$ cat config.mk
export PLATFORM = sky130hd
export DESIGN_NAME = stable_sorted_priority_queue_unit
export DESIGN_NICKNAME = d
export VERILOG_FILES = /design/src/rtl/core/ssq_pkg.sv /design/src/rtl/core/ssq_cell.sv /design/src/rtl/core/stable_sorted_priority_queue_unit.sv
export SDC_FILE = /design/constraint.sdc
export NUM_CORES = 2
export LEC_CHECK = 0
export BUFFER_PORTS_ARGS = -buffer_cell sky130_fd_sc_hd__clkbuf_2
export CAP_MARGIN = 5
export CORE_UTILIZATION = 30
export CTS_BUF_LIST = sky130_fd_sc_hd__clkbuf_16
export CTS_CLUSTER_DIAMETER = 40
export DETAILED_ROUTE_END_ITERATION = 16
export SETUP_SLACK_MARGIN = 0.02
export SLEW_MARGIN = 20
export SYNTH_ARGS = -nofsm -noshare
export SYNTH_HDL_FRONTEND = slang
export SYNTH_HIERARCHICAL = 1
export SYNTH_SLANG_ARGS = --single-unit
export TNS_END_PERCENT = 1
$ cat constraint.sdc
create_clock -name clk_i -period 5 [get_ports clk_i]
set_input_delay 1 -clock clk_i [delete_from_list [all_inputs] [get_ports clk_i]]
set_output_delay 1 -clock clk_i [all_outputs]
set_load 0.005 [all_outputs]
$ cat src/rtl/core/ssq_pkg.sv
// Shared types and constants of the stable sorted priority queue.
package ssq_pkg;

  localparam int unsigned Depth  = 16;
  localparam int unsigned CountW = $clog2(Depth + 1);
  localparam int unsigned KeyW   = 32;
  localparam int unsigned TagW   = 16;
  localparam int unsigned HeldW  = 5;

  localparam logic KIND_INSERT = 1'b0;
  localparam logic KIND_REMOVE = 1'b1;

  typedef struct packed {
    logic            kind;
    logic [KeyW-1:0] entry_key;
    logic [TagW-1:0] entry_tag;
  } in_item_t;

  typedef struct packed {
    logic             out_valid;
    logic [KeyW-1:0]  out_key;
    logic [TagW-1:0]  out_tag;
    logic             dropped;
    logic [HeldW-1:0] held_count;
    logic             is_empty;
  } out_item_t;

  // Contents of one cell.
  typedef struct packed {
    logic            valid;
    logic [KeyW-1:0] key;
    logic [TagW-1:0] tag;
  } slot_t;

  // Command broadcast to every cell in the row.
  typedef struct packed {
    logic            ins;
    logic            rem;
    logic [KeyW-1:0] key;
    logic [TagW-1:0] tag;
  } cmd_t;

endpackage

$ cat src/rtl/core/ssq_cell.sv
// One cell of the sorted row: holds a single entry and trades it with its neighbors.
module ssq_cell import ssq_pkg::*; (
  input  logic  clk_i,
  input  logic  rst_ni,
  input  cmd_t  cmd_i,
  input  slot_t left_i,
  input  logic  left_keep_i,
  input  slot_t right_i,
  output slot_t slot_o,
  output logic  keep_o
);

  logic            valid_q, valid_d;
  logic [KeyW-1:0] key_q, key_d;
  logic [TagW-1:0] tag_q, tag_d;

  // An entry stays in place on insert when it is not later than the new key.
  assign keep_o = valid_q && (key_q <= cmd_i.key);

  always_comb begin
    valid_d = valid_q;
    key_d   = key_q;
    tag_d   = tag_q;
    if (cmd_i.ins) begin
      if (!keep_o) begin
        if (left_keep_i) begin
          valid_d = 1'b1;
          key_d   = cmd_i.key;
          tag_d   = cmd_i.tag;
        end else begin
          valid_d = left_i.valid;
          key_d   = left_i.key;
          tag_d   = left_i.tag;
        end
      end
    end else if (cmd_i.rem) begin
      valid_d = right_i.valid;
      key_d   = right_i.key;
      tag_d   = right_i.tag;
    end
  end

  always_ff @(posedge clk_i or negedge rst_ni) begin
    if (!rst_ni) begin
      valid_q <= 1'b0;
    end else begin
      valid_q <= valid_d;
    end
  end

  always_ff @(posedge clk_i) begin
    key_q <= key_d;
    tag_q <= tag_d;
  end

  assign slot_o = '{valid: valid_q, key: key_q, tag: tag_q};

endmodule

$ cat src/rtl/core/stable_sorted_priority_queue_unit.sv
// Top level of the stable sorted priority queue: cell row, count and result register.
//
// Input channel in_valid_i / in_ready_o carries one in_item_t per item: kind
// selects insert or remove, entry_key and entry_tag describe an inserted entry.
// Output channel out_valid_o / out_ready_i carries one out_item_t per item.
// Every accepted item yields exactly one result, in order.
//
// Entries sit in a row of Depth cells sorted by key, earliest at cell 0.
// An insert is broadcast to all cells; each compares its key in parallel and
// either holds, loads the new entry or takes its left neighbor's entry.
// A remove shifts the whole row one cell toward the head.
// Equal keys keep arrival order because a held key equal to the new one stays.
//
// The result is registered: it sits in the output register on the edge
// after acceptance. Throughput is one item per cycle, set by the single
// compare-and-shift step of the cell row. While the output register holds a
// result that the receiver has not taken, in_ready_o is low and the row holds.
// Reset empties the row (all cell valid bits and the count clear) and the
// output register.
module stable_sorted_priority_queue_unit import ssq_pkg::*; (
  input  logic      clk_i,
  input  logic      rst_ni,
  input  logic      in_valid_i,
  output logic      in_ready_o,
  input  in_item_t  in_item_i,
  output logic      out_valid_o,
  input  logic      out_ready_i,
  output out_item_t out_item_o
);

  logic              in_fire;
  logic              full, empty;
  logic [CountW-1:0] count_q, count_d;
  cmd_t              cmd;
  slot_t             slots [Depth];
  logic [Depth-1:0]  keeps;
  logic [Depth-1:0]  valid_vec;
  logic              res_valid_q;
  out_item_t         res_q, res_d;

  assign in_ready_o = !res_valid_q || out_ready_i;
  assign in_fire    = in_valid_i && in_ready_o;
  assign empty      = (count_q == '0);
  assign full       = slots[Depth-1].valid;

  assign cmd.ins = in_fire && (in_item_i.kind == KIND_INSERT) && !full;
  assign cmd.rem = in_fire && (in_item_i.kind == KIND_REMOVE) && !empty;
  assign cmd.key = in_item_i.entry_key;
  assign cmd.tag = in_item_i.entry_tag;

  for (genvar i = 0; i < Depth; i++) begin : g_cell
    slot_t left, right;
    logic  left_keep;
    if (i == 0) begin : g_head
      assign left      = '0;
      assign left_keep = 1'b1;
    end else begin : g_mid
      assign left      = slots[i-1];
      assign left_keep = keeps[i-1];
    end
    if (i == Depth - 1) begin : g_tail
      assign right = '0;
    end else begin : g_body
      assign right = slots[i+1];
    end
    ssq_cell u_cell (
      .clk_i       (clk_i),
      .rst_ni      (rst_ni),
      .cmd_i       (cmd),
      .left_i      (left),
      .left_keep_i (left_keep),
      .right_i     (right),
      .slot_o      (slots[i]),
      .keep_o      (keeps[i])
    );
    assign valid_vec[i] = slots[i].valid;
  end

  always_comb begin
    count_d = count_q;
    if (cmd.ins) begin
      count_d = count_q + CountW'(1);
    end else if (cmd.rem) begin
      count_d = count_q - CountW'(1);
    end
  end

  always_comb begin
    res_d            = '0;
    res_d.dropped    = (in_item_i.kind == KIND_INSERT) && full;
    res_d.held_count = HeldW'(count_d);
    res_d.is_empty   = (count_d == '0);
    if (cmd.rem) begin
      res_d.out_valid = 1'b1;
      res_d.out_key   = slots[0].key;
      res_d.out_tag   = slots[0].tag;
    end
  end

  always_ff @(posedge clk_i or negedge rst_ni) begin
    if (!rst_ni) begin
      count_q     <= '0;
      res_valid_q <= 1'b0;
    end else begin
      count_q <= count_d;
      if (in_fire) begin
        res_valid_q <= 1'b1;
      end else if (out_ready_i) begin
        res_valid_q <= 1'b0;
      end
    end
  end

  always_ff @(posedge clk_i) begin
    if (in_fire) begin
      res_q <= res_d;
    end
  end

  assign out_valid_o = res_valid_q;
  assign out_item_o  = res_q;

  // The count always matches the number of occupied cells.
  a_count_matches: assert property (@(posedge clk_i) disable iff (!rst_ni)
    count_q == CountW'($countones(valid_vec)))
    else $error("count differs from occupied cells");

  // Occupied cells form an unbroken run from the head.
  a_valid_prefix: assert property (@(posedge clk_i) disable iff (!rst_ni)
    ((valid_vec + Depth'(1)) & valid_vec) == '0)
    else $error("gap in occupied cells");

  // A remove from a non-empty queue returns the head entry.
  a_remove_hits: assert property (@(posedge clk_i) disable iff (!rst_ni)
    in_fire && (in_item_i.kind == KIND_REMOVE) && !empty
    |=> out_item_o.out_valid && (out_item_o.out_key == $past(slots[0].key)))
    else $error("remove did not return head entry");

  // An insert into a full queue is flagged and leaves the count unchanged.
  a_full_drop: assert property (@(posedge clk_i) disable iff (!rst_ni)
    in_fire && (in_item_i.kind == KIND_INSERT) && full
    |=> out_item_o.dropped && $stable(count_q))
    else $error("insert into full queue not dropped");

  // Head and second cell stay in key order.
  a_head_sorted: assert property (@(posedge clk_i) disable iff (!rst_ni)
    slots[1].valid |-> (slots[0].key <= slots[1].key))
    else $error("head out of order");

endmodule
======== Yosys cells after proc, flatten, opt, wreduce, memory -nomap -nowiden ========
Cells that the tools add are included.
word-level totals
  output and inout port bits .............. 58
  register bits ........................... 846
  input bits .............................. 53
  logic and storage cells ................. 331
cells by class
  bitwise gates (word level) .............. 1
  $lt $le $gt $ge ......................... 16
  add/sub/neg operators ................... 2
  multiplexer cells ....................... 194
  equal/unequal tests ..................... 16
  reductions and logical operators ........ 46
operators by type and width
  cell                                                                 count
  32-bit 2-to-1 mux                                                    63
  16-bit 2-to-1 mux                                                    63
  32-bit less-or-equal comparator                                      16
  1-bit 2-to-1 mux                                                     65
  49-bit 2-to-1 mux                                                    1
  2-bit != test (second input constant)                                16
  2-bit AND reduction                                                  16
  1-bit logical AND                                                    22
  5-bit zero test                                                      2
  5-bit 2-to-1 mux                                                     2
  5-bit by 1-bit adder with 5-bit output (second input constant)       1
  5-bit by 1-bit subtractor with 5-bit output (second input constant)  1
  2-bit nonzero test                                                   2
  1-bit zero test                                                      3
  1-bit logical OR                                                     1
  1-bit inverter                                                       1

======== Longest topological paths before layout ========
  depth after elaboration ................. 8
  gate-level depth with buffers ........... 12

======== Modules after synthesis ========
Netlist, hierarchy kept.
by module, submodules not included
  module                             instances  area each (um2)  seq. area each (um2)  cells an instance
  ssq_cell                           16         3352.0           1466.4                334
  stable_sorted_priority_queue_unit  1          2474.9           1831.8                160

======== Worst setup path before layout ========
Ideal clock, no wire load.
  path type ............................... input port to flip-flop
  start point ............................. input port out_ready_i
  end point ............................... register g_cell[0].u_cell.key_q[0], enable pin
  setup slack ............................. -0.386 ns
  data required time ...................... 4.531 ns
  stages on the path ...................... 7
  path buffers ............................ 2
  data arrival time ....................... 4.917 ns
  path through ............................ nand2b_1 -> buf_2 -> nand4_2 -> inv_2 -> clkbuf_1 -> nor2_1 -> a21oi_1
RTL lines
  item                    RTL line                                 RTL
  start: declaration      stable_sorted_priority_queue_unit.sv:27  input logic out_ready_i,
  end signal: assignment  ssq_cell.sv:52                           key_q <= key_d;
  end: declaration        ssq_cell.sv:14                           logic [KeyW-1:0] key_q, key_d;

======== Worst setup path in the final report ========
  start point ............................. input port in_item_i[47] (netlist name)
  end point ............................... register g_cell[11].u_cell.key_q[27], enable pin
on the way
  word-level cells in the longest chain between the ends .. 4
RTL lines
  item                             RTL line                                 RTL
  start: declaration               stable_sorted_priority_queue_unit.sv:25  input in_item_t in_item_i,
  32-bit less-or-equal comparator  ssq_cell.sv:18                           assign keep_o = valid_q && (key_q <= cmd_i.key);
  1-bit logical AND                ssq_cell.sv:18
  via g_cell[12].left_keep         stable_sorted_priority_queue_unit.sv:53  logic left_keep;
  2-bit != test (no line)          -
  2-bit AND reduction (no line)    -
  end signal: assignment           ssq_cell.sv:52
  end: declaration                 ssq_cell.sv:14
The timed path passes the listed nets, and every way through them passes these cells.
A chain may end at the register's enable or synchronous reset.

==> qor.yml <==
endpoint_kind: "register"
worstSetupStartpointType: "input port"
drive_above_1_share_pct: 10.8
cts_tree: "yes"
initial_antenna_violation_count: 9
post-synth-top-area-cell: "sky130_fd_sc_hd__edfxtp_1"
layout_common_cells: "sky130_fd_sc_hd__a21oi_1 (996), sky130_fd_sc_hd__nor2_1 (835), sky130_fd_sc_hd__edfxtp_1 (824), sky130_fd_sc_hd__mux2i_1 (770), sky130_fd_sc_hd__inv_1 (555)"
synth_top_cell_area_share_pct: 44.1
main_combinational_cell_family_by_area_after_synthesis: "multiplexers"
finalNetCount: 6287
grt_usage_pct: 14.8
worst_hold_slack_ns: 0.298
wl_um: 142000
worst-setup-path-type: "in -> reg"
post_synth_and_or_nand_nor_area_fraction_pct: 10.5
ant_nets: 0
synth_compound_area_share_pct: 12.4
final.setup.worst_slack_ns: 1.31
cts-root-buf: "sky130_fd_sc_hd__clkbuf_16"
synth.cell_area_um2: 56100
power.ir.vdd_worst_uv: 318
row_count: 158
detailedRoute.firstIterationViolations: 2938
detailedPlacementHpwl_um: 106000
finalSetupTns_ns: 0
drt_pre_antenna_iters: 6
postLayoutCoreUtil_pct: 35.3
arrival_ns: 4.13
syn-mean-instance-area_um2: 10.2
static-leakage-power_nw: 29.0
chipHeight_um: 434
tritoncts.num_buffers: 155
sequential_area_share_after_synthesis_pct: 45.1
final_common_cell: "sky130_fd_sc_hd__a21oi_1"
edff_count_synth: 824
timing.final.hold_violations: 0
detailroute.via_count: 40400
post_cts.repair.setup_buffers: 0
preCtsSetupSlack_ns: 0.547
die_area_um2: 189000
drc: 0
path_max_fanout: 32
hold_buffer_count_at_cts: 0
cts_sinks: 846
setup_viol_count_final: 0
layout_worst_path_cycle_share_pct: 73.8
final.min_clock_period_ns: 3.69
power.density_cell_area_nw_per_um2: 425
gp_routability_congestion: 0.829
wire_length_of_the_first_global_routing_pass_um: 223000
hp-class: "in -> async"
synth-adder-area-share_pct: 11.5
routed_wire_length_per_instance_um: 17.0
synthTopCellsByArea: "sky130_fd_sc_hd__edfxtp_1 (44%), sky130_fd_sc_hd__mux2i_1 (14%), sky130_fd_sc_hd__ha_1 (11%)"
yosys-mux-area-fraction_pct: 14.1
number_of_fillers_in_the_final_layout: 18400
die_w_um: 434
syn_to_layout_area_delta_pct: 16.9
initial_utilization_pct: 30.2
first_global_vias: 39300
p_total_mw: 27.8
count_of_buffers_from_port_buffering: 110
drv_slew: 0
multi_input_comb_area_um2: 27800
timing_worst_slew_pin_value_ns: 0.814
post_synth_num_cell_types: 47
relative_slew_slack_pct: 45.7
synthXorXnorAreaFrac_pct: 0.0156
drv_cap: 0
gr-total-overflow: 0
max_freq_mhz: 271
outcome: "finished clean"
regArea_um2: 25300
cts-resized-gates: 0
cp.required_ns: 5.44
grt_start_max_net_pins: 155
cts-root-to-sink-buffers: 3
htree_num_levels: 4
final.setup_skew_ns: 0.0277
design.portCount: 111
async_flop_share_pct: 2.60
syn_inst: 5504
core_region_um2: 186000
clk_transition_reported_paths_ns: 0.05
setup_repair_after_global_routing_missed_its_margin: "false"
synth_seq_cells: 846
dominantRegCellSynth: "sky130_fd_sc_hd__edfxtp_1"
total_number_of_yosys_warnings: 6
clock_network_latency_to_the_later_pin_of_the_worst_skew_pair_ns: 0.77
vias_per_cell: 4.85
-- critical path: stages --
cell,delay [ns]
sky130_fd_sc_hd__clkbuf_2,0.59
sky130_fd_sc_hd__inv_1,0.11
sky130_fd_sc_hd__ha_1,0.35
sky130_fd_sc_hd__nand4_2,0.14
sky130_fd_sc_hd__nor4_4,0.40
sky130_fd_sc_hd__nand2_1,0.09
sky130_fd_sc_hd__o21ai_0,0.35
sky130_fd_sc_hd__a21oi_4,0.17
sky130_fd_sc_hd__a21oi_4,0.57
sky130_fd_sc_hd__buf_12,0.28
-- logic make-up after synthesis --
| group | Yosys count |
|---|---|
| fa+ha+maj | 514 |
| other cells | 2 |
| compound gates | 1276 |
| mux | 786 |
| simple gates | 1251 |
| flops | 846 |
| xor+xnor | 1 |
| buf+inv | 828 |
-- stage by stage --
step	area (um^2)	cells
after floorplan	56500	5601
after global placement	60500	8043
after detailed placement	60500	8043
after CTS	65600	8324
after global routing	65600	8325
final	65600	8327
-- registers in the layout (all words and copies together) (netlist names) --
signal                 cells
g_cell.u_cell/key_q      512
count_q                    5
g_cell.u_cell/valid_q     16
out_valid_o                1
g_cell.u_cell/tag_q      256
out_item_o                56
-- cells in the mapped netlist (all sizes together) (2+ instances only) --
cell type,n
a21oi,1028
nor2,835
edfxtp,824
mux2i,770
inv,533
ha,514
nand2,178
clkbuf,164
buf,131
nand4,99
o21ai,98
and2,49
a21o,33
nor4,33
o211ai,32
dfrtp,22
a221oi,17
nor2b,17
a2111o,16
a2bb2oi,16
and3,16
mux2,16
nor3b,16
o21a,16
o22a,16
nand3,3
a211oi,2
conb,2
nand2b,2
-- routing by layer --
metal / vias up / GRT usage, % / part of all wire (%)
li1: 20300 / - / -
met3: 245 / 2.13 / 5.0
met4: 6 / 5.06 / 2.8
met2: 940 / 22.0 / 43
met1: 18800 / 21.7 / 50
met5: - / 0 / 0.021
-- final timing paths --
path / start / endpoint / slack [ns] / depth (start not counted)
worst min-delay path: rst_ni / out_valid_o$_DFFE_PN0P_ / 0.30 / 1
worst max register to register: g_cell[5].u_cell/key_q[15]$_DFFE_PP_ / g_cell[6].u_cell/key_q[7]$_DFFE_PP_ / 1.75 / 9
worst min register to register: g_cell[0].u_cell/tag_q[11]$_DFFE_PP_ / out_item_o[18]$_SDFFCE_PN0N_ / 0.57 / 1
max in group asynchronous: rst_ni / g_cell[5].u_cell/valid_q$_DFFE_PN0P_ / 4.16 / 1
min in group clk_i: in_valid_i / out_valid_o$_DFFE_PN0P_ / 0.55 / 2
worst max-delay path: in_item_i[47] / g_cell[11].u_cell/key_q[27]$_DFFE_PP_ / 1.31 / 10
-- power breakdown --
| group | switching [mW] | internal (mW) | total, mW | leakage (nW) |
|---|---|---|---|---|
| Clock | 3.66 | 6.63 | 10.3 | 2.56 |
| Combinational | 4.43 | 3.12 | 7.55 | 18.5 |
| Sequential | 0.792 | 9.21 | 10.0 | 7.92 |
| Total | 8.88 | 19.0 | 27.8 | 29.0 |
-- cell type report --
class / count / area share [%]
diodes: 3 / 0.0114
clock buffers: 159 / 6.07
clock inverters: 122 / 1.70
inverters: 533 / 3.06
multi-input cells: 3927 / 42.5
flip-flops and latches: 846 / 38.6
well taps: 2480 / 4.73
repair buffers: 257 / 3.40
Note: power is estimated with default switching activity, not from simulation.
